===== src/rtl/core/assert_macros.svh =====
// Assertion macros for the timer RTL.
// No dependencies; included by plct_eval, the module that carries concurrent checks.
`ifndef ASSERT_MACROS_SVH
`define ASSERT_MACROS_SVH
`ifndef SYNTH
// Check prop at every rising clock edge, outside of reset.
`define ASSERT_CLKD(label, clk, rst_n, prop, msg) \
  label: assert property (@(posedge clk) disable iff (!rst_n) prop) else $error(msg);
// Check that cond never holds at a rising clock edge, outside of reset.
`define ASSERT_NEVER(label, clk, rst_n, cond, msg) \
  label: assert property (@(posedge clk) disable iff (!rst_n) !(cond)) else $error(msg);
`else
`define ASSERT_CLKD(label, clk, rst_n, prop, msg)
`define ASSERT_NEVER(label, clk, rst_n, cond, msg)
`endif
`endif


===== src/rtl/core/plct_pkg.sv =====
// Types and constants of the scan timer.
// No dependencies; used by plct_in_stage, plct_eval and the top level.
package plct_pkg;

  localparam int unsigned CfgDataW = 32;
  localparam int unsigned CfgIdxW  = 1;

  typedef enum logic [CfgIdxW-1:0] {
    CFG_TIMER_MODE     = 1'd0,
    CFG_DEFAULT_PRESET = 1'd1
  } plct_cfg_idx_e;

  typedef enum logic [2:0] {
    MODE_ON_DELAY  = 3'd1,
    MODE_OFF_DELAY = 3'd2,
    MODE_PULSE     = 3'd3
  } plct_mode_e;

  localparam logic [2:0] TimerModeReset = MODE_ON_DELAY;

  typedef struct packed {
    logic [31:0] now_time;
    logic        enable;
    logic        reset_req;
    logic        preset_valid;
    logic [31:0] preset_value;
  } plct_in_t;

  typedef struct packed {
    logic        q_out;
    logic [31:0] elapsed;
  } plct_out_t;

  typedef struct packed {
    logic        valid;
    plct_in_t    item;
  } plct_stage_t;

  typedef struct packed {
    logic [2:0]  timer_mode;
    logic [31:0] default_preset;
  } plct_cfg_t;

endpackage


===== src/rtl/core/plct_stream_if.sv =====
// Valid/ready channel carrying one payload item per transfer.
// Payload type comes from plct_pkg through the type parameter.
interface plct_stream_if #(
  parameter type payload_t = logic
);
  logic     valid;
  logic     ready;
  payload_t payload;

  modport source (output valid, output payload, input ready);
  modport sink   (input valid, input payload, output ready);
endinterface


===== src/rtl/core/plct_in_stage.sv =====
// Input register of the scan timer: holds one scan item until evaluated.
// Depends on plct_pkg and plct_stream_if.
module plct_in_stage import plct_pkg::*; (
  input  logic         clk_i,
  input  logic         rst_ni,
  plct_stream_if.sink  in_ch,
  input  logic         advance_i,
  output plct_stage_t  stage_o
);

  logic     valid_q;
  plct_in_t item_q;

  // Take a new scan when empty or when the held one moves on this cycle.
  assign in_ch.ready = !valid_q || advance_i;

  always_ff @(posedge clk_i or negedge rst_ni) begin
    if (!rst_ni) begin
      valid_q <= 1'b0;
    end else if (in_ch.valid && in_ch.ready) begin
      valid_q <= 1'b1;
    end else if (advance_i) begin
      valid_q <= 1'b0;
    end
  end

  always_ff @(posedge clk_i) begin
    if (in_ch.valid && in_ch.ready) begin
      item_q <= in_ch.payload;
    end
  end

  assign stage_o.valid = valid_q;
  assign stage_o.item  = item_q;

endmodule


===== src/rtl/core/plct_eval.sv =====
// Timer state and per-scan update for the on-delay, off-delay and pulse modes.
// Depends on plct_pkg and assert_macros.svh.
`include "assert_macros.svh"
module plct_eval import plct_pkg::*; #(
  parameter int unsigned TIME_WIDTH = 32
) (
  input  logic      clk_i,
  input  logic      rst_ni,
  input  logic      advance_i,
  input  plct_in_t  item_i,
  input  plct_cfg_t cfg_i,
  output plct_out_t result_o
);

  localparam int unsigned DiffW = (TIME_WIDTH < 32) ? TIME_WIDTH : 32;

  logic [31:0] start_q, start_d;
  logic [31:0] elapsed_q, elapsed_d;
  logic        out_q, out_d;
  logic        last_en_q, last_en_d;
  logic        running_q, running_d;

  logic [31:0]      preset;
  logic [DiffW-1:0] diff;
  logic [31:0]      since_start;
  logic             arm;
  logic             active;
  logic [31:0]      period_time;

  assign preset      = item_i.preset_valid ? item_i.preset_value : cfg_i.default_preset;
  assign diff        = item_i.now_time[DiffW-1:0] - start_q[DiffW-1:0];
  assign since_start = 32'(diff);

  always_comb begin
    start_d     = start_q;
    elapsed_d   = elapsed_q;
    out_d       = out_q;
    running_d   = running_q;
    last_en_d   = last_en_q;
    arm         = 1'b0;
    active      = 1'b0;
    period_time = since_start;
    if (advance_i) begin
      last_en_d = item_i.enable;
      if (item_i.reset_req) begin
        elapsed_d = '0;
        out_d     = (cfg_i.timer_mode == MODE_OFF_DELAY);
        running_d = 1'b0;
        start_d   = '0;
      end else begin
        case (cfg_i.timer_mode)
          MODE_ON_DELAY: begin
            if (item_i.enable) begin
              if (!running_q) begin
                start_d   = item_i.now_time;
                running_d = 1'b1;
                out_d     = 1'b0;
              end else if (since_start >= preset) begin
                out_d     = 1'b1;
                elapsed_d = preset;
              end else begin
                elapsed_d = since_start;
              end
            end else begin
              elapsed_d = '0;
              out_d     = 1'b0;
              running_d = 1'b0;
            end
          end
          MODE_OFF_DELAY: begin
            if (item_i.enable) begin
              arm    = !running_q && !last_en_q;
              active = running_q || arm;
              if (!active) begin
                out_d     = 1'b0;
                elapsed_d = '0;
              end
            end else begin
              elapsed_d = '0;
              out_d     = 1'b1;
              running_d = 1'b0;
            end
          end
          MODE_PULSE: begin
            arm    = item_i.enable && !last_en_q && !running_q;
            active = running_q || arm;
          end
          default: begin
            // Hold the timer state for the modes that are not implemented.
          end
        endcase
        // Shared period logic; a fresh start measures zero time.
        if (arm) begin
          start_d     = item_i.now_time;
          period_time = '0;
        end
        if (active) begin
          if (period_time >= preset) begin
            out_d     = 1'b0;
            running_d = 1'b0;
            elapsed_d = preset;
          end else begin
            out_d     = 1'b1;
            running_d = 1'b1;
            elapsed_d = period_time;
          end
        end
      end
    end
  end

  always_ff @(posedge clk_i or negedge rst_ni) begin
    if (!rst_ni) begin
      start_q   <= '0;
      elapsed_q <= '0;
      out_q     <= 1'b0;
      last_en_q <= 1'b0;
      running_q <= 1'b0;
    end else begin
      start_q   <= start_d;
      elapsed_q <= elapsed_d;
      out_q     <= out_d;
      last_en_q <= last_en_d;
      running_q <= running_d;
    end
  end

  assign result_o.q_out   = out_d;
  assign result_o.elapsed = elapsed_d;

  `ASSERT_CLKD(a_reset_clears, clk_i, rst_ni, advance_i && item_i.reset_req |=> elapsed_q == 32'd0 && !running_q && start_q == 32'd0, "reset request left timer state set")
  `ASSERT_CLKD(a_edge_memory, clk_i, rst_ni, advance_i |=> last_en_q == $past(item_i.enable), "last enable does not follow the scan")
  `ASSERT_CLKD(a_idle_mode_holds, clk_i, rst_ni, advance_i && !item_i.reset_req && cfg_i.timer_mode != MODE_ON_DELAY && cfg_i.timer_mode != MODE_OFF_DELAY && cfg_i.timer_mode != MODE_PULSE |=> $stable(start_q) && $stable(elapsed_q) && $stable(running_q) && $stable(out_q), "unimplemented mode changed timer state")
  `ASSERT_NEVER(a_hold_without_scan, clk_i, rst_ni, !advance_i && (start_d != start_q || elapsed_d != elapsed_q || running_d != running_q), "timer state moved without a scan")

endmodule


===== src/rtl/core/plc_timer_ton_tof_tp.sv =====
// Top level of the PLC scan timer with on-delay, off-delay and pulse modes.
// Depends on plct_pkg, plct_stream_if, plct_in_stage and plct_eval.
//
// One scan item in, one result out (Q and elapsed time ET in ms). A scan is
// held in an input register, evaluated combinationally against the timer
// state (one subtract of up to 32 bits, one compare and the mode selection)
// and the updated Q and ET land in the output register in the same cycle the
// state registers update. A result passes the input register and then the
// output register before it transfers; a new scan is taken every cycle as
// long as the result side keeps taking transfers. While a finished result
// waits, the input register takes one more scan and then holds ready low
// until the result transfers. Elapsed time is the difference of now_time
// and the start stamp modulo 2^TIME_WIDTH, kept to 32 bits and clamped to
// the preset.
// Configuration (mode, default preset) is written through cfg_we_i/cfg_idx_i/
// cfg_data_i while no scan is in flight; mode values other than 1, 2 and 3
// freeze the timer, while a reset request still clears it.
module plc_timer_ton_tof_tp import plct_pkg::*; #(
  parameter int unsigned TIME_WIDTH = 32
) (
  input  logic                clk_i,
  input  logic                rst_ni,
  input  logic                cfg_we_i,
  input  logic [CfgIdxW-1:0]  cfg_idx_i,
  input  logic [CfgDataW-1:0] cfg_data_i,
  plct_stream_if.sink         in_ch,
  plct_stream_if.source       out_ch
);

  plct_cfg_t   cfg_q;
  plct_stage_t stage;
  plct_out_t   result;
  plct_out_t   out_data_q;
  logic        out_valid_q;
  logic        advance;

  // Configuration registers; only two indexes exist, both are decoded.
  always_ff @(posedge clk_i or negedge rst_ni) begin
    if (!rst_ni) begin
      cfg_q.timer_mode     <= TimerModeReset;
      cfg_q.default_preset <= '0;
    end else if (cfg_we_i) begin
      case (cfg_idx_i)
        CFG_TIMER_MODE:     cfg_q.timer_mode     <= cfg_data_i[2:0];
        CFG_DEFAULT_PRESET: cfg_q.default_preset <= cfg_data_i;
        default: begin
        end
      endcase
    end
  end

  // Advance the held scan when the output register is empty or drains now.
  assign advance = stage.valid && (!out_valid_q || out_ch.ready);

  plct_in_stage u_in_stage (
    .clk_i     (clk_i),
    .rst_ni    (rst_ni),
    .in_ch     (in_ch),
    .advance_i (advance),
    .stage_o   (stage)
  );

  plct_eval #(
    .TIME_WIDTH (TIME_WIDTH)
  ) u_eval (
    .clk_i     (clk_i),
    .rst_ni    (rst_ni),
    .advance_i (advance),
    .item_i    (stage.item),
    .cfg_i     (cfg_q),
    .result_o  (result)
  );

  // Output register: load on advance, drop valid once the transfer completes.
  always_ff @(posedge clk_i or negedge rst_ni) begin
    if (!rst_ni) begin
      out_valid_q <= 1'b0;
    end else if (advance) begin
      out_valid_q <= 1'b1;
    end else if (out_ch.ready) begin
      out_valid_q <= 1'b0;
    end
  end

  always_ff @(posedge clk_i) begin
    if (advance) begin
      out_data_q <= result;
    end
  end

  assign out_ch.valid   = out_valid_q;
  assign out_ch.payload = out_data_q;

endmodule

===== src/flat_wrapper.sv =====
// flat-port wrapper written by rule: the top's interface ports become plain ports
module plc_timer_ton_tof_tp_flat import plct_pkg::*;
#(
  parameter int unsigned TIME_WIDTH = 32
)
  (clk_i, rst_ni, cfg_we_i, cfg_idx_i, cfg_data_i, in_ch_valid, in_ch_payload, in_ch_ready, out_ch_valid, out_ch_payload, out_ch_ready);
  plct_stream_if in_ch_i ();
  plct_stream_if out_ch_i ();
  input  logic clk_i;
  input  logic rst_ni;
  input  logic cfg_we_i;
  input  logic [CfgIdxW-1:0] cfg_idx_i;
  input  logic [CfgDataW-1:0] cfg_data_i;
  input wire logic [$bits(in_ch_i.valid)-1:0] in_ch_valid;
  input wire logic [$bits(in_ch_i.payload)-1:0] in_ch_payload;
  output wire logic [$bits(in_ch_i.ready)-1:0] in_ch_ready;
  output wire logic [$bits(out_ch_i.valid)-1:0] out_ch_valid;
  output wire logic [$bits(out_ch_i.payload)-1:0] out_ch_payload;
  input wire logic [$bits(out_ch_i.ready)-1:0] out_ch_ready;
  assign in_ch_i.valid = in_ch_valid;
  assign in_ch_i.payload = in_ch_payload;
  assign in_ch_ready = in_ch_i.ready;
  assign out_ch_valid = out_ch_i.valid;
  assign out_ch_payload = out_ch_i.payload;
  assign out_ch_i.ready = out_ch_ready;
  plc_timer_ton_tof_tp #(.TIME_WIDTH(TIME_WIDTH)) u_core (.clk_i(clk_i), .rst_ni(rst_ni), .cfg_we_i(cfg_we_i), .cfg_idx_i(cfg_idx_i), .cfg_data_i(cfg_data_i), .in_ch(in_ch_i), .out_ch(out_ch_i));
endmodule

===== config.mk =====
export PLATFORM = sky130hd
export DESIGN_NAME = plc_timer_ton_tof_tp_flat
export DESIGN_NICKNAME = d
export VERILOG_FILES = /design/src/rtl/core/plct_pkg.sv /design/src/rtl/core/plct_stream_if.sv /design/src/rtl/core/plct_in_stage.sv /design/src/rtl/core/plct_eval.sv /design/src/rtl/core/plc_timer_ton_tof_tp.sv /design/src/flat_wrapper.sv
export VERILOG_INCLUDE_DIRS = /design/src /design/src/rtl/core
export SDC_FILE = /design/constraint.sdc
export NUM_CORES = 1
export LEC_CHECK = 0
export BUFFER_PORTS_ARGS = -buffer_cell sky130_fd_sc_hd__buf_2
export CAP_MARGIN = 20
export CORE_ASPECT_RATIO = 0.7
export CORE_MARGIN = 1.5
export CORE_UTILIZATION = 50
export DETAILED_ROUTE_END_ITERATION = 8
export GPL_TIMING_DRIVEN = 0
export PLACE_DENSITY = 0.88
export SETUP_SLACK_MARGIN = 0.2
export SYNTH_ARGS = -nofsm -noshare
export SYNTH_HDL_FRONTEND = slang
export SYNTH_SLANG_ARGS = --single-unit

===== constraint.sdc =====
create_clock -name clk_i -period 1.8 [get_ports clk_i]
set_clock_uncertainty 0.2 [all_clocks]
set_input_delay 0.09 -clock clk_i [delete_from_list [all_inputs] [get_ports clk_i]]
set_output_delay 0.09 -clock clk_i [all_outputs]
set_load 0.02 [all_outputs]

# Word-level counts from Yosys, hierarchy flattened
# Index checks and enable logic that the tools add are counted.
dict set report word_totals {
  regBits 103
  elab_cells 46
}
dict set report classes {
  addsub 1
  n_lt_le_gt_ge 1
  eq_ne 4
  muxes 16
  bitwise 1
  reduce_logical 15
}
# op n
set ops {}
lappend ops {{two-way mux 32 bit} 7}
lappend ops {{>= comparator 32 bit} 1}
lappend ops {{subtractor 1 x 32 -> 32 bit (first input constant)} 1}
lappend ops {{two-way mux 1 bit} 9}
lappend ops {{== test 3 x 2 -> 1 bit (second input constant)} 2}
lappend ops {{AND reduction 2 bit} 3}
lappend ops {{nonzero test 2 bit} 3}
lappend ops {{AND reduction 4 bit} 1}
lappend ops {{== test 3 x 1 -> 1 bit (second input constant)} 1}
lappend ops {{nonzero test 3 bit} 1}
lappend ops {{logical AND 1 bit} 2}
lappend ops {{zero test 1 bit} 2}
lappend ops {{logical OR 1 bit} 2}
lappend ops {{!= test 2 x 1 -> 1 bit (second input constant)} 1}
lappend ops {{OR reduction 2 bit} 1}
lappend ops {{inverter 1 bit} 1}

# Logic depth before layout (Yosys ltp)
# Gate-level depths: netlist of run 1.
dict set report logic_depth {
  ltp_word 10
  ltp_mapped 4
  mapped_depth_nobuf 4
}

# Cells and area by module
# Synthesis of run 1 repeated with hierarchy kept, for this count alone.
dict set report unflattened {
  hier_cells 1126
  hier_area_um2 9763.1
}
# mod n_inst cells_per_inst area_per_inst_um2 seq_area_each_um2
set by_module_without_submodules {}
lappend by_module_without_submodules {plct_eval 1 973 7795.0 1676.6}
lappend by_module_without_submodules {plc_timer_ton_tof_tp 1 80 1377.6 932.1}
lappend by_module_without_submodules {plct_in_stage 1 73 590.6 55.1}

# Worst setup path after synthesis of run 1
# OpenSTA, ideal clock, no wires.
dict set report synth_timing {
  path_type {register to register}
  start {reg u_core.out_valid_q (netlist: u_core.out_ch.valid)}
  end {reg u_core.out_data_q (netlist bit u_core.out_ch.payload) (data pin)}
  arrival_time_ns 1.000
  slack_ns 0.323
  path_stages_with_launch 5
  path_buffers 0
  synth_period_minus_slack_ns 1.477
  cell_sequence {dfrtp_1 > nand2b_1 > and2_1 > nor3b_1 > a21boi_0}
}
# item line_no
set synth_lines {}
lappend synth_lines {{start: declaration} plc_timer_ton_tof_tp.sv:34} ;# logic out_valid_q;
lappend synth_lines {{start signal: assignment} plc_timer_ton_tof_tp.sv:77} ;# out_valid_q <= 1'b0;
lappend synth_lines {{start signal: assignment} plc_timer_ton_tof_tp.sv:79} ;# out_valid_q <= 1'b1;
lappend synth_lines {{start signal: assignment} plc_timer_ton_tof_tp.sv:81} ;# out_valid_q <= 1'b0;
lappend synth_lines {{end signal: assignment} plc_timer_ton_tof_tp.sv:87} ;# out_data_q <= result;
lappend synth_lines {{end: declaration} plc_timer_ton_tof_tp.sv:33} ;# plct_out_t out_data_q;

# Worst setup path in the final report of run 1
dict set report layout_timing {
  start {reg u_core.cfg_q[14] (netlist name)}
  end {reg u_core.u_eval.running_q}
}
dict set report layout_between {
  elab_chain_len 3
}
# item line_no
set layout_rtl {}
lappend layout_rtl {{start: declaration} plc_timer_ton_tof_tp.sv:30} ;# plct_cfg_t cfg_q;
lappend layout_rtl {{>= comparator 32 bit} plct_eval.sv:98} ;# if (period_time >= preset) begin
lappend layout_rtl {{two-way mux 1 bit} --}
lappend layout_rtl {{two-way mux 1 bit} plct_eval.sv:97} ;# if (active) begin
lappend layout_rtl {{end signal: assignment} plct_eval.sv:124} ;# running_q <= running_d;
lappend layout_rtl {{end: declaration} plct_eval.sv:21} ;# logic running_q, running_d;
# Every way passes these cells.
# A chain may end at the register's enable or synchronous reset.

==> impl_metrics.json, run 1 <==
{
  "placementRows": 16,
  "nets": 225,
  "synth-main-ff-cell": "dfrtp_1",
  "clockBufferDepth": 2,
  "globalRouteOverflowTotal": 0,
  "worst_slack_ns": 0.253,
  "grt_use_met2_pct": 35.8,
  "relSlewSlack_pct": 45.5,
  "critical_path.top_delay_family": "simple AND/OR/NAND/NOR gates",
  "syn_nets": 142,
  "finalCritPeriodShare_pct": 86.0,
  "synth_compound_area_share_pct": 1.26,
  "antenna_left": 0,
  "place.gp.congestion": 0.736,
  "grt_pass1_vias": 1232,
  "dr.pass1.iters": 4,
  "cap_violations": 0,
  "drc": 0,
  "grt_use_met1_pct": 25.2,
  "syn-cell-area_um2": 1590,
  "crit_fanout": 2,
  "gr-usage-met3_pct": 7.03,
  "netlist_top_cells_count": "38 x dfrtp_1, 31 x mux2_2, 8 x nor4_1, 4 x mux2_1",
  "tightest_slew_ns": 0.817,
  "synth_xor_area_share_pct": 0,
  "outcome": "finished, final reports clean",
  "coreArea_um2": 2900,
  "fin_crit_ns": 1.55,
  "antenna_cells": 0,
  "drive_above_1_share_pct": 46.5,
  "ys_ff_latch": 40,
  "synthMuxAreaShare_pct": 24.8,
  "vias": 1111,
  "synth_edf_count": 1,
  "powerDensity_nw_per_um2": 870,
  "whs_ns": 0.0217,
  "synthAdderAreaFrac_pct": 0,
  "slew_viol_final": 0,
  "worstPathCellList": "nor4_2, nand4_1, o21ai_1, a21boi_0",
  "yosysUniqueCellTypes": 19,
  "ys_async_sr_fraction_pct": 97.5,
  "synth_top_cell_by_area": "dfrtp_1",
  "timing_worst_setup_path_type": "flop to flop",
  "initial_core_util_pct": 54.7,
  "die_w_um": 70.4,
  "cts_sinks": 40,
  "hold_violations": 0,
  "clkLatencyLatePin_ns": 0.29,
  "utilization_pct": 79.5,
  "fmax_mhz": 646,
  "syn_avg_cell_area_um2": 15.4,
  "power_leakage_nw": 1.02,
  "grt_usage_pct": 21.0,
  "synth.top_cell.area_share_pct": 59.9,
  "htree_levels": 2,
  "fp.dieH_um": 50.1,
  "viasPerCell": 4.98,
  "cp_slowest_stage_delay_ns": 0.40,
  "hpwlAfterDp_um": 2050,
  "ys_warn_count": 0,
  "dp_slack_ns": 0.284,
  "critical-path-slowest-cell": "dfrtp_1",
  "yosys.area_share.simple_pct": 8.35,
  "fin_setup_tns_ns": 0,
  "cp-end-kind": "flop",
  "cts_root_buf": "clkbuf_8",
  "critPathRequiredTime_ns": 1.76,
  "power_w": 0.00201,
  "min-delay-path-class": "input pin to flop",
  "synth_top_family_by_area": "multiplexers",
  "wl_per_cell_um": 15.1,
  "synth_most_common_cell": "dfrtp_1",
  "cts.reportedPaths.clkPinSlew_ns": 0.07,
  "routed_wl_um": 3360,
  "setup_violations": 0,
  "cts_tree": "yes",
  "grt_pass1_wl_um": 5490,
  "synth_cells": 103,
  "grt_start_max_net_pins": 40,
  "numCtsBuffers": 5,
  "path_buf_inv": 0,
  "seq_area_frac_synth_pct": 63.4,
  "rsz0062_at_grt": "false",
  "io_buffers": 40,
  "cp.arrival_ns": 1.51,
  "vdd_drop_max_mv": 0.717,
  "drt_iter0_drc": 69,
  "area_growth_pct": 45.3,
  "grt_antenna_before_repair": 0,
  "die_area_um2": 3530,
  "worstSetupStartpointType": "flop",
  "postCtsSetupBuffers": 0,
  "top_usage_layer": "met2",
  "yosys-top-cells-area": "dfrtp_1 60%, mux2_2 22%, nor4_1 3.2%, mux2_1 2.8%, buf_6 2.1%",
  "io_pins": 42
}
[cells in the final DEF, fill, tap and decap left out, types with 2 or more instances in the layout]
| cell | instances |
|---|---|
| nand2b_1 | 3 |
| dlygate4sd3_1 | 36 |
| mux2_1 | 4 |
| buf_2 | 40 |
| nand4_1 | 2 |
| mux2_2 | 31 |
| dfrtp_1 | 38 |
| nor2_1 | 2 |
| nor4_2 | 3 |
| nor4_1 | 5 |
| clkbuf_1 | 2 |
| clkbuf_8 | 6 |
| buf_6 | 3 |
[final cells by class]
class | instances | area, um^2
sequential | 40 | 1010
multi-input combinational | 60 | 571
clock buffer | 8 | 90.1
tap | 36 | 45.0
buffer | 3 | 33.8
timing repair buffer | 76 | 561
fill | 170 | 596
[what timing repair did]
action                                 CTS  global route
hold buffers                            36             0
endpoints found under the hold margin   75             0
setup endpoints to repair                0             2
gates resized for setup                  0             6
[final timing paths]
check | start | to | slack, ns | cells past startpoint
max | u_core.cfg_q[14] | u_core.u_eval.running_q | 0.25 | 4
min | cfg_idx_i | u_core.cfg_q[33] | 0.02 | 3
max reg2reg | u_core.cfg_q[14] | u_core.u_eval.running_q | 0.25 | 4
min reg2reg | u_core.cfg_q[6] | u_core.cfg_q[6] | 0.30 | 1
max in group asynchronous | rst_ni | u_core.cfg_q[7] | 0.65 | 2
min in group asynchronous | rst_ni | u_core.cfg_q[27] | 0.23 | 2
[flip-flops by register name, summed over array words and instances (netlist names)]
register                   count
u_core.u_eval.elapsed_q        1
u_core.out_ch.payload          1
u_core.out_ch.valid            1
u_core.u_in_stage.valid_q      1
u_core.u_eval.running_q        1
u_core.cfg_q                  35
[layer usage]
| layer | wire [um] | up-vias |
|---|---|---|
| li1 | - | 541 |
| met3 | 132 | 7 |
| met5 | 0 | - |
| met1 | 1480 | 541 |
| met2 | 1700 | 22 |
| met4 | 47 | 0 |
[power breakdown]
part           internal [W]  switching (W)  total, W
clock network      0.000312       0.000273  0.000585
logic              0.000202       0.000112  0.000314
registers           0.00103      0.0000812   0.00111
[logic make-up after synthesis]
group                  count (synthesis)
flip-flops                            40
multiplexers                          35
AND/OR/NAND/NOR                       22
AO/OA/AOI/OAI                          3
buffers and inverters                  3
[metrics by stage]
step,cells,area (um^2)
3_3_place_gp,179,1830
3_5_place_dp,179,1830
5_1_grt,223,2310
2_1_floorplan,103,1590
6_report,223,2310
4_1_cts,223,2280
[tightest hold or removal path: stages]
cell,delay (ns)
buf_2,0.10
nor2b_1,0.07
mux2_2,0.22
No activity file was read; power rests on OpenSTA's default activity.
==> run 2: changes to the inputs <==
- CTS_BUF_LIST: unset -> sky130_fd_sc_hd__clkbuf_8
- HOLD_SLACK_MARGIN: unset -> 0.05
==> impl_metrics.json, run 2 (synthesis results as in run 1) <==
{
  "outcome": "finished, final reports clean",
  "dp_slack_ns": 0.284,
  "cp.arrival_ns": 1.56,
  "final_cell_mix": "40 x buf_2, 39 x dlygate4sd3_1, 38 x dfrtp_1",
  "globalRouteOverflowTotal": 0,
  "routed_wl_um": 3470,
  "fp.dieH_um": 50.1,
  "worstSetupStartpointType": "input pin",
  "htree_levels": 2,
  "drt_iter0_drc": 69,
  "grt_antenna_before_repair": 0,
  "antenna_cells": 0,
  "placementRows": 16,
  "clkLatencyLatePin_ns": 0.29,
  "critPathRequiredTime_ns": 1.82,
  "drive_above_1_share_pct": 45.0,
  "grt_pass1_vias": 1240,
  "vias": 1155,
  "cts_sinks": 40,
  "power_leakage_nw": 1.05,
  "worstHoldStart": "cfg_idx_i",
  "cts_tree": "yes",
  "grt_usage_pct": 21.5,
  "fin_crit_ns": 1.55,
  "whs_ns": 0.0379,
  "vdd_drop_max_mv": 0.712,
  "wl_per_cell_um": 15.3,
  "antenna_left": 0,
  "place.gp.congestion": 0.736,
  "clockBufferDepth": 2,
  "nets": 229,
  "setup_violations": 0,
  "hpwlAfterDp_um": 2050,
  "relSlewSlack_pct": 45.9,
  "initial_core_util_pct": 54.7,
  "grt_start_max_net_pins": 40,
  "finalCritPeriodShare_pct": 86.0,
  "timing_worst_setup_path_type": "input pin to flop",
  "io_buffers": 40,
  "cp-end-kind": "flop",
  "final_common_cell": "buf_2",
  "top_register": "u_core.cfg_q",
  "area_growth_pct": 46.9,
  "fin_setup_tns_ns": 0,
  "worst_slack_ns": 0.253,
  "die_area_um2": 3530,
  "crit_fanout": 2,
  "die_w_um": 70.4,
  "drc": 0,
  "coreArea_um2": 2900,
  "r2r-start": "u_core.cfg_q[1]",
  "cap_violations": 0,
  "utilization_pct": 80.3,
  "largest_reg_flops": 35,
  "viasPerCell": 5.09,
  "min-delay-path-class": "input pin to flop",
  "cts_root_buf": "clkbuf_8",
  "crit_start": "cfg_data_i[0]",
  "placed_cell_area_um2": 1830,
  "dr.pass1.iters": 4,
  "finalInstanceArea_um2": 2330,
  "grt_pass1_wl_um": 5580,
  "powerDensity_nw_per_um2": 859,
  "hold_violations": 0,
  "rsz0062_at_grt": "true",
  "io_pins": 42,
  "tightest_slew_ns": 0.811,
  "numCtsBuffers": 5,
  "fmax_mhz": 646,
  "slew_viol_final": 0,
  "cts.reportedPaths.clkPinSlew_ns": 0.07
}
-- run 2: cell types whose count changed in the layout (fill, tap and decap cells not counted) --
cell           delta
dlygate4sd3_1     +3
clkbuf_1          -2
inv_1             +2
nor4_1            +2
nor4_2            -2
buf_4             +1
-- run 2: routing by layer --
metal  up-vias  share of wire [%]  wire (um)  GRT usage [%]
met5         -                  0          0              0
met4         0                1.5         52           9.94
met3         6                4.8        168           5.82
met2        29                 50       1720           35.7
met1       569                 44       1530           26.5
li1        551                  -          -              -
-- run 2: per-stage QoR --
| stage | cells | power (W) |
|---|---|---|
| 2_1_floorplan | 103 | 0.00125 |
| 3_3_place_gp | 179 | 0.00133 |
| 3_5_place_dp | 179 | 0.00136 |
| 4_1_cts | 227 | 0.00201 |
| 5_1_grt | 227 | 0.00210 |
| 6_report | 227 | 0.00200 |
-- run 2: repair_timing --
item                                   in CTS  in global routing
hold buffers                               40                  1
buffers inserted                            0                  1
resized for setup                           0                  4
setup endpoints to repair                   0                  4
endpoints found under the hold margin      75                  1
-- run 2: worst paths after layout --
kind / to / slack (ns) / cells after the start
setup / recovery: u_core.cfg_q[32] / 0.25 / 4
hold / removal: u_core.cfg_q[34] / 0.04 / 3
setup reg to reg: u_core.u_eval.running_q / 0.27 / 4
hold reg to reg: u_core.cfg_q[6] / 0.30 / 1
max in group asynchronous: u_core.cfg_q[7] / 0.66 / 2
min in group asynchronous: u_core.cfg_q[27] / 0.23 / 2
-- run 2: power breakdown --
part | switching [W] | total, W | internal (W)
Clock | 0.000277 | 0.000577 | 0.000301
Sequential | 0.0000763 | 0.00110 | 0.00103
Combinational | 0.000116 | 0.000324 | 0.000209
Total | 0.000469 | 0.00200 | 0.00154
-- run 2: worst max-delay path, stage by stage --
cell           delay (ns)
dlygate4sd3_1        0.54
buf_2                0.13
mux2_2               0.25
dlygate4sd3_1        0.55
-- run 2: area by class of cell --
cell class / instances / area (um^2)
plain buffers: 3 / 33.8
clock buffers: 6 / 82.6
clock inverters: 2 / 7.51
fillers: 168 / 571
multi-input cells: 60 / 558
flip-flops and latches: 40 / 1010
well taps: 36 / 45.0
repair buffers: 80 / 598
==> run 3: changes to the inputs <==
- ABC_AREA: unset -> 1
- PLACE_DENSITY: 0.88 -> 0.87
==> impl_metrics.json, run 3 <==
{
  "fin_crit_ns": 1.54,
  "syn_avg_cell_area_um2": 12.7,
  "cp-end-kind": "flop",
  "setup_violations": 0,
  "power_leakage_nw": 1.26,
  "final_cell_mix": "40 x buf_2, 38 x dlygate4sd3_1, 38 x dfrtp_1",
  "coreArea_um2": 3230,
  "r2r-start": "u_core.out_ch.valid",
  "grt_antenna_before_repair": 0,
  "drive_above_1_share_pct": 37.1,
  "crit_fanout": 6,
  "globalRouteOverflowTotal": 0,
  "dp_cells": 225,
  "rsz0062_at_grt": "false",
  "tightest_slew_ns": 0.830,
  "clkLatencyLatePin_ns": 0.29,
  "io_pins": 42,
  "dr_wl_met2_um": 1830,
  "synth_top_cell_by_area": "dfrtp_1",
  "wl_per_cell_um": 13.7,
  "antenna_cells": 0,
  "worst_slack_ns": 0.263,
  "netlist_top_cells_count": "38 x dfrtp_1, 24 x mux2_4, 24 x nand2_1, 23 x nor2_1",
  "met3WireLength_um": 139,
  "drt_iter0_drc": 51,
  "postCtsSetupBuffers": 0,
  "ys_ff_latch": 40,
  "yosysUniqueCellTypes": 16,
  "clockBufferDepth": 2,
  "whs_path_depth": 4,
  "min-delay-path-class": "input pin to flop",
  "worstSetupStartpointType": "input pin",
  "die_area_um2": 3870,
  "syn_nets": 177,
  "syn-cell-area_um2": 1750,
  "cts_sinks": 40,
  "powerDensity_nw_per_um2": 912,
  "whs_ns": -0.0231,
  "dr.pass1.iters": 4,
  "grt_usage_pct": 22.1,
  "timing_worst_setup_path_type": "input pin to flop",
  "cap_violations": 0,
  "cts_hold_buf": 38,
  "grt_start_max_net_pins": 40,
  "wl_met1_um": 1700,
  "die_w_um": 73.7,
  "cts_root_buf": "clkbuf_8",
  "hold_violations": 1,
  "cp.arrival_ns": 1.52,
  "outcome": "finished, violations left",
  "reg2reg_depth": 3,
  "cts.reportedPaths.clkPinSlew_ns": 0.08,
  "timing.rr.end": "u_core.u_in_stage.valid_q",
  "slew_viol_final": 0,
  "htree_levels": 2,
  "initial_core_util_pct": 54.1,
  "holdPathEnd": "u_core.cfg_q[32]",
  "finalNonFillerCells": 271,
  "fin_setup_tns_ns": 0,
  "nets": 262,
  "fp.dieH_um": 52.5,
  "numCtsBuffers": 5,
  "antenna_left": 0,
  "synth_most_common_cell": "dfrtp_1",
  "ys_async_sr_fraction_pct": 97.5,
  "rrSetupSlack_ns": 0.37,
  "top_register": "u_core.cfg_q",
  "vias": 1274,
  "yosys-top-cells-area": "dfrtp_1 54%, mux2_4 21%, nand2_1 5.2%, nor2_1 4.9%, mux2_2 3.2%",
  "fmax_mhz": 651,
  "synth_edf_count": 1,
  "seq_area_frac_synth_pct": 57.6,
  "grt_pass1_wl_um": 6100,
  "final_common_cell": "buf_2",
  "placementRows": 17,
  "cts_tree": "yes",
  "hpwlAfterDp_um": 2210,
  "synth.top_cell.area_share_pct": 54.4,
  "synth_cells": 138,
  "ys_warn_count": 0,
  "place.gp.congestion": 0.743,
  "critPathRequiredTime_ns": 1.78,
  "grt_pass1_vias": 1387,
  "relSlewSlack_pct": 44.7,
  "utilization_pct": 77.9,
  "viasPerCell": 4.70,
  "finalCritPeriodShare_pct": 85.4,
  "routed_wl_um": 3720,
  "highest_layer": "met4",
  "area_growth_pct": 43.9,
  "vdd_drop_max_mv": 0.703,
  "dp_slack_ns": 0.432,
  "violations": "hold timing",
  "synth-main-ff-cell": "dfrtp_1",
  "worstHoldStart": "cfg_idx_i",
  "drc": 0,
  "io_buffers": 40,
  "largest_reg_flops": 35
}
[run 3: worst max-delay path, stage by stage]
cell and delay, ns:
dlygate4sd3_1 0.52, buf_2 0.14, nand2_2 0.09, nand2_1 0.06
o21ai_0 0.06, dlygate4sd3_1 0.55
[run 3: worst max-delay path by stage]
stage,from,endpoint,cells after the start
after floorplan,u_core.out_ch.valid,u_core.out_ch.payload,3
after global placement,u_core.cfg_q[32],u_core.out_ch.payload,4
after detailed placement,u_core.cfg_q[32],u_core.out_ch.payload,4
after CTS,cfg_we_i,u_core.cfg_q[33],6
after global routing,cfg_we_i,u_core.cfg_q[33],6
final,cfg_we_i,u_core.cfg_q[33],6
[run 3: logic make-up after synthesis]
logic type | synth area share (%)
compound gates | 2.72
mux | 23.8
flops | 57.6
buf+inv | 4.44
simple gates | 11.4
[run 3: routing by layer]
metal	vias up	global-route usage, %
met2	36	39.0
li1	624	-
met1	607	26.0
met3	7	5.77
met4	0	8.02
met5	-	0
[run 3: final cells by class]
cell class                      count  area, um^2
Fill cell                         208         716
Timing Repair Buffer               78         581
Clock buffer                        7        96.3
Multi-Input combinational cell     88         667
Tap cell                           47        58.8
Buffer                              3        51.3
Clock inverter                      1        30.0
Inverter                            7        26.3
Sequential cell                    40        1010
[run 3: timing repair]
action	CTS	global route
hold endpoints to repair	76	2
setup endpoints to repair	0	1
gates resized for setup	0	1
[run 3: report_power, final]
part	internal (W)	leakage (nW)	total (W)	switching, W
Sequential	0.00103	0.472	0.00110	0.0000747
Combinational	0.000256	0.721	0.000399	0.000143
Clock	0.000489	0.0645	0.000798	0.000309
Total	0.00177	1.26	0.00230	0.000527
[run 3: metrics by stage]
step / hold slack (ns) / total power (W) / area [um^2]
after floorplan: -0.406 / 0.00133 / 1750
after global placement: 0.0334 / 0.00142 / 2010
after detailed placement: 0.0382 / 0.00144 / 2010
after CTS: 0.0142 / 0.00230 / 2510
after global routing: 0.00475 / 0.00240 / 2520
final: -0.0231 / 0.00230 / 2520
